File: src/sv/sra_pkg.sv
`timescale 1ns / 1ps
// ----------------------------------------------------------------------------
// sra_pkg
// Shared constants, types and codes of the skyline rectangle allocator.
// ----------------------------------------------------------------------------
package sra_pkg;

  localparam int MAX_SEGMENTS = 256;
  localparam int SEG_IDX_W    = $clog2(MAX_SEGMENTS);
  localparam int SEG_CNT_W    = $clog2(MAX_SEGMENTS + 1);
  localparam int MAX_SIDE     = 4096;
  localparam int DIM_W        = 13;
  localparam int POS_W        = 12;
  localparam int AREA_W       = 25;
  localparam int STATUS_W     = 2;
  localparam int CFG_IDX_W    = 8;
  localparam int CFG_DATA_W   = 13;

  localparam logic [STATUS_W-1:0] STATUS_PLACED = 2'd0;
  localparam logic [STATUS_W-1:0] STATUS_NOFIT  = 2'd1;
  localparam logic [STATUS_W-1:0] STATUS_FULL   = 2'd2;

  localparam logic [CFG_IDX_W-1:0] CFG_ATLAS_WIDTH  = 8'd0;
  localparam logic [CFG_IDX_W-1:0] CFG_ATLAS_HEIGHT = 8'd1;

  typedef struct packed {
    logic [POS_W-1:0] x;
    logic [DIM_W-1:0] wid;
    logic [DIM_W-1:0] lvl;
  } seg_t;

  typedef enum logic [3:0] {
    S_IDLE,
    S_START,
    S_INIT,
    S_SCAN,
    S_TRY_RD,
    S_TRY_EV,
    S_DECIDE,
    S_CP_SETUP,
    S_CP_RD,
    S_INS,
    S_CP_EV,
    S_FLUSH,
    S_FINISH
  } state_e;

  typedef struct packed {
    logic accept;
    logic init_seg;
    logic scan_begin;
    logic try_eval;
    logic decide;
    logic cp_begin;
    logic rd_cp;
    logic ins;
    logic cp_eval;
    logic flush;
    logic finish;
  } cmd_t;

  typedef struct packed {
    logic need_init;
    logic size_ok;
    logic try_end;
    logic scan_last;
    logic found;
    logic full;
    logic at_insert;
    logic cp_last;
    logic out_free;
  } sts_t;

endpackage

File: src/sv/sra_ctrl.sv
`timescale 1ns / 1ps
// ----------------------------------------------------------------------------
// sra_ctrl
// Sequencer: init, candidate scan, list rebuild and result hand-off.
// ----------------------------------------------------------------------------
module sra_ctrl import sra_pkg::*; (
  input  logic clk_i,
  input  logic rst_ni,
  input  logic req_valid_i,
  output logic req_ready_o,
  input  sts_t sts_i,
  output cmd_t cmd_o
);

  state_e state_q, state_d;

  always_ff @(posedge clk_i or negedge rst_ni) begin
    if (!rst_ni) begin
      state_q <= S_IDLE;
    end else begin
      state_q <= state_d;
    end
  end

  always_comb begin
    state_d = state_q;
    case (state_q)
      S_IDLE:     if (req_valid_i) state_d = S_START;
      S_START:    state_d = sts_i.need_init ? S_INIT : S_SCAN;
      S_INIT:     state_d = S_SCAN;
      S_SCAN:     state_d = sts_i.size_ok ? S_TRY_RD : S_DECIDE;
      S_TRY_RD:   state_d = S_TRY_EV;
      S_TRY_EV: begin
        if (sts_i.try_end && sts_i.scan_last) state_d = S_DECIDE;
        else state_d = S_TRY_RD;
      end
      S_DECIDE:   state_d = (sts_i.found && !sts_i.full) ? S_CP_SETUP : S_FINISH;
      S_CP_SETUP: state_d = S_CP_RD;
      S_CP_RD:    state_d = sts_i.at_insert ? S_INS : S_CP_EV;
      S_INS:      state_d = S_CP_RD;
      S_CP_EV:    state_d = sts_i.cp_last ? S_FLUSH : S_CP_RD;
      S_FLUSH:    state_d = S_FINISH;
      S_FINISH:   if (sts_i.out_free) state_d = S_IDLE;
      default:    state_d = S_IDLE;
    endcase
  end

  always_comb begin
    cmd_o       = '0;
    req_ready_o = 1'b0;
    case (state_q)
      S_IDLE: begin
        req_ready_o  = 1'b1;
        cmd_o.accept = req_valid_i;
      end
      S_INIT:     cmd_o.init_seg   = 1'b1;
      S_SCAN:     cmd_o.scan_begin = 1'b1;
      S_TRY_EV:   cmd_o.try_eval   = 1'b1;
      S_DECIDE:   cmd_o.decide     = 1'b1;
      S_CP_SETUP: cmd_o.cp_begin   = 1'b1;
      S_CP_RD:    cmd_o.rd_cp      = 1'b1;
      S_INS:      cmd_o.ins        = 1'b1;
      S_CP_EV:    cmd_o.cp_eval    = 1'b1;
      S_FLUSH:    cmd_o.flush      = 1'b1;
      S_FINISH:   cmd_o.finish     = sts_i.out_free;
      default:    cmd_o            = '0;
    endcase
  end

endmodule

File: config.mk
export PLATFORM = sky130hd
export DESIGN_NAME = sra_ctrl
export DESIGN_NICKNAME = d
export VERILOG_FILES = /design/src/sv/sra_pkg.sv /design/src/sv/sra_ctrl.sv
export SDC_FILE = /design/constraint.sdc
export NUM_CORES = 1
export LEC_CHECK = 0
export BUFFER_PORTS_ARGS = -buffer_cell sky130_fd_sc_hd__buf_4
export CORE_AREA = 2 2 39 41
export DETAILED_ROUTE_END_ITERATION = 7
export DIE_AREA = 0 0 41 43
export GPL_ROUTABILITY_DRIVEN = 0
export SYNTH_ARGS = -nofsm -noshare
export SYNTH_HDL_FRONTEND = slang
export SYNTH_SLANG_ARGS = --single-unit
File: constraint.sdc
create_clock -name clk_i -period 2.4 [get_ports clk_i]
set_input_delay 0.12 -clock clk_i [delete_from_list [all_inputs] [get_ports clk_i]]
set_output_delay 0.12 -clock clk_i [all_outputs]
set_load 0.01 [all_outputs]
==> reports/summary.txt <==
======================================================================================
Number of distinct standard cells referenced by the synthesized netlist .           26
Standby leakage power ...................................................     0.275 nW
Number of antenna violations at the first check in global routing .......            0
Wire length of the first global-routing pass ............................      1640 um
Synthesis Warnings ......................................................            0
Number of buffers added on ports ........................................           23
Biggest area contributors in the synthesized netlist .................... dfrtp_1 25%, nor2_1 8.6%, nand2b_1 6.4%, buf_6 5.7%, o21ai_0 5.1%
Vias per cell ...........................................................         5.03
WP data arrival .........................................................      1450 ps
Power after layout ......................................................     0.631 mW
Max Freq ................................................................      635 MHz
Clock sink count ........................................................            4
Most frequent cell after synthesis ......................................       nor2_1
Fraction of synthesized cell area taken by the top area cell type .......        25.5%
CTS Root Cell ...........................................................     clkbuf_4
Global Route Usage Sum ..................................................        14.0%
Pwr dens ................................................................ 1100 nW/um^2
Via count of the first global-routing pass ..............................          382
Post-route clock skew ...................................................      1.48 ps
Share of the clock period used by the worst path ........................        65.6%
Maximum vdd drop ........................................................   0.000666 V
Boundary Pins ...........................................................           24
Final Critical Period ...................................................      1570 ps
FF-to-FF path depth .....................................................            4
Cell Rows ...............................................................           14
Cell area after synthesis ...............................................    393 sq um
Detailed router's first-iteration violation count .......................            6
Crit Path Category ...................................................... register to primary output
TritonCTS clock tree ....................................................        built
Switching power as a share of total power ...............................        47.4%
Setup slack of the worst register-to-register path ......................       930 ps
Worst-case headroom to the max-slew limit ...............................        70.2%
Number of design rule violations left after detail routing ..............            0
Final-report setup violation count ......................................            0
Max-cap violations ......................................................            0
Library cell with the largest summed area after synthesis ...............      dfrtp_1
Maximum number of pins on one net before global-route repair ............           15
Number of buffers between clock root and the deepest sink ...............            2
Worst Path Required .....................................................      2280 ps
Startpoint of the tightest hold check path ..............................     sts_i[1]
Net count after synthesis ...............................................           65
Overflow after GRT ......................................................            0
Critical Path Fanout Max ................................................           12
Number of H-tree branching levels .......................................            1
Flip-flop count of the largest register, all copies and words added .....            4
Run status .............................................................. finished clean
Async S/R FF share, synth ...............................................         100%
Worst-skew pair later-pin latency .......................................       230 ps
Measured slew at the worst slew-check pin ...............................       447 ps
Part of the power in registers ..........................................        31.4%
Beginning of the worst register-to-register path ........................   state_q[0]
Register name with the most flops .......................................      state_q
Fin. Hold Viols .........................................................            0
Critical path launch point type .........................................     register
Number of enable flip-flop cells after synthesis ........................            0
Die Y ...................................................................        43 um
WHS Endpoint ............................................................   state_q[1]
Routed via count ........................................................          458
Slack of the critical path ..............................................       825 ps
Sum of routed wire length over all layers ...............................      1100 um
Setup repair after global routing missed its margin .....................        false
Die footprint ...........................................................   1760 sq um
Register bit count reported by yosys ....................................            4
Clock slew seen by the registers of the worst setup and hold paths ......        40 ps
Diodes inserted .........................................................            0
Final routed wire length divided by cell count ..........................      12.1 um
Finished Core Util ......................................................        41.6%
Number of cells produced by synthesis ...................................           53
Most instantiated flip-flop cell in the synthesis netlist ...............      dfrtp_1
TritonRoute pass-1 iters ................................................            4
Syn Area/Cell ...........................................................   7.41 sq um
Fraction of final layout cells with drive strength greater than 1 .......        40.0%
Clock network power share ...............................................        13.3%
Summed negative setup slack over all endpoints ..........................         0 ps
Number of slew-limit violations in the final report .....................            0
Reg-to-reg critical path endpoint .......................................   state_q[0]
Synthesis-to-layout area growth .........................................        46.5%
Placed cell count .......................................................           87
Class of the tightest hold or removal check ............................. primary input to register
Net switching power of the design .......................................     0.299 mW
Nets@finish .............................................................           89
HPWL Detailed ...........................................................       861 um
Non-filler instance count after layout ..................................           91
CTS buffer count ........................................................            3
Most numerous cell types in the synthesized netlist ..................... 9 x nor2_1, 4 x dfrtp_1, 4 x inv_1, 4 x nand2b_1, 4 x o21ai_0
Hold path cells .........................................................            3
Relative contribution of combinational cells to total power .............        55.2%
P_int ...................................................................     0.332 mW
Core outline area .......................................................   1380 sq um
Largest registers ranked by flip-flop count ............................. state_q: 4 flops
Initial cell density of the core ........................................        28.4%
Startpoint of the worst setup timing path ...............................   state_q[3]
Endpoint type of the worst setup path ................................... primary output
Horiz. Die Dim ..........................................................        41 um
Count of antenna-violating nets left after detailed routing .............            0
Post-synthesis sequential area ratio ....................................        25.5%
Setup slack after placement .............................................       930 ps
======================================================================================
## per-layer routing
layer / wire [um] / track usage [%] / up-vias
met3: 73 / 4.71 / 2
met4: 13 / 8.00 / 0
li1: - / - / 233
met1: 498 / 19.2 / 206
met2: 518 / 18.4 / 17
met5: 0 / 0 / -
## critical path, cell delays in order, from the launching register on
cell and delay, ps:
dfrtp_1 490, or2_1 340, nor3_1 230, buf_4 170
## how the worst max path moves through the flow
stage / to / slack (ps) / cells after the start
after floorplan: state_q[0] / 970 / 5
after global placement: state_q[0] / 870 / 4
after detailed placement: state_q[0] / 930 / 4
after CTS: req_ready_o / 810 / 3
after global routing: cmd_o[10] / 720 / 3
final: req_ready_o / 830 / 3
## cells by family after synthesis
family          after synthesis  share of synthesized area [%]
compound gates               14                           24.2
buf+inv                       9                           14.6
flops                         4                           25.5
mux                           1                           2.55
simple gates                 25                           33.1
## power groups by stage
stage	clock, mW	combinational (mW)	sequential [mW]
floorplan	0	0.345	0.121
global placement	0	0.348	0.197
detailed placement	0	0.352	0.198
CTS	0.0885	0.354	0.197
global route	0.0933	0.386	0.208
finish	0.0842	0.348	0.198
## cells in the final DEF (no fill, tap or decap)
| cell type | count |
|---|---|
| a222oi_1 | 1 |
| a21oi_1 | 1 |
| a31oi_1 | 1 |
| o31ai_1 | 2 |
| buf_4 | 23 |
| dlygate4sd3_1 | 1 |
| clkbuf_4 | 3 |
| o211ai_1 | 1 |
| nand2b_1 | 4 |
| or2_1 | 1 |
| dfrtp_1 | 4 |
| inv_1 | 4 |
| o21a_1 | 1 |
| nand2_1 | 3 |
| and4_2 | 1 |
| o21ai_0 | 4 |
| or2_2 | 1 |
| mux2i_1 | 1 |
| nor3b_1 | 1 |
| nor3_1 | 3 |
| a21oi_2 | 1 |
| nor2_1 | 9 |
| nor4_1 | 1 |
| a32oi_1 | 1 |
| o22ai_1 | 1 |
| nand2b_2 | 1 |
## per-stage QoR
step / hold WS (ps) / cell area (sq um)
final: 169 / 576
after global routing: 188 / 576
after CTS: 167 / 576
after detailed placement: -81.8 / 543
after global placement: -81.6 / 543
after floorplan: -176 / 393
## repair_timing
item,4_1_cts,5_1_grt
hold endpoints to repair,4,0
gates resized for setup,0,0
setup buffers,0,0
hold buffers,1,0
## layout make-up
class                      instances  area [sq um]
clock buffer                       3          22.5
fill                             155           808
multi-input combinational         40           235
tap                               16          20.0
inverter                           4          15.0
sequential                         4           100
timing repair buffer              24           183
Note: power is estimated with default switching activity, not from simulation.
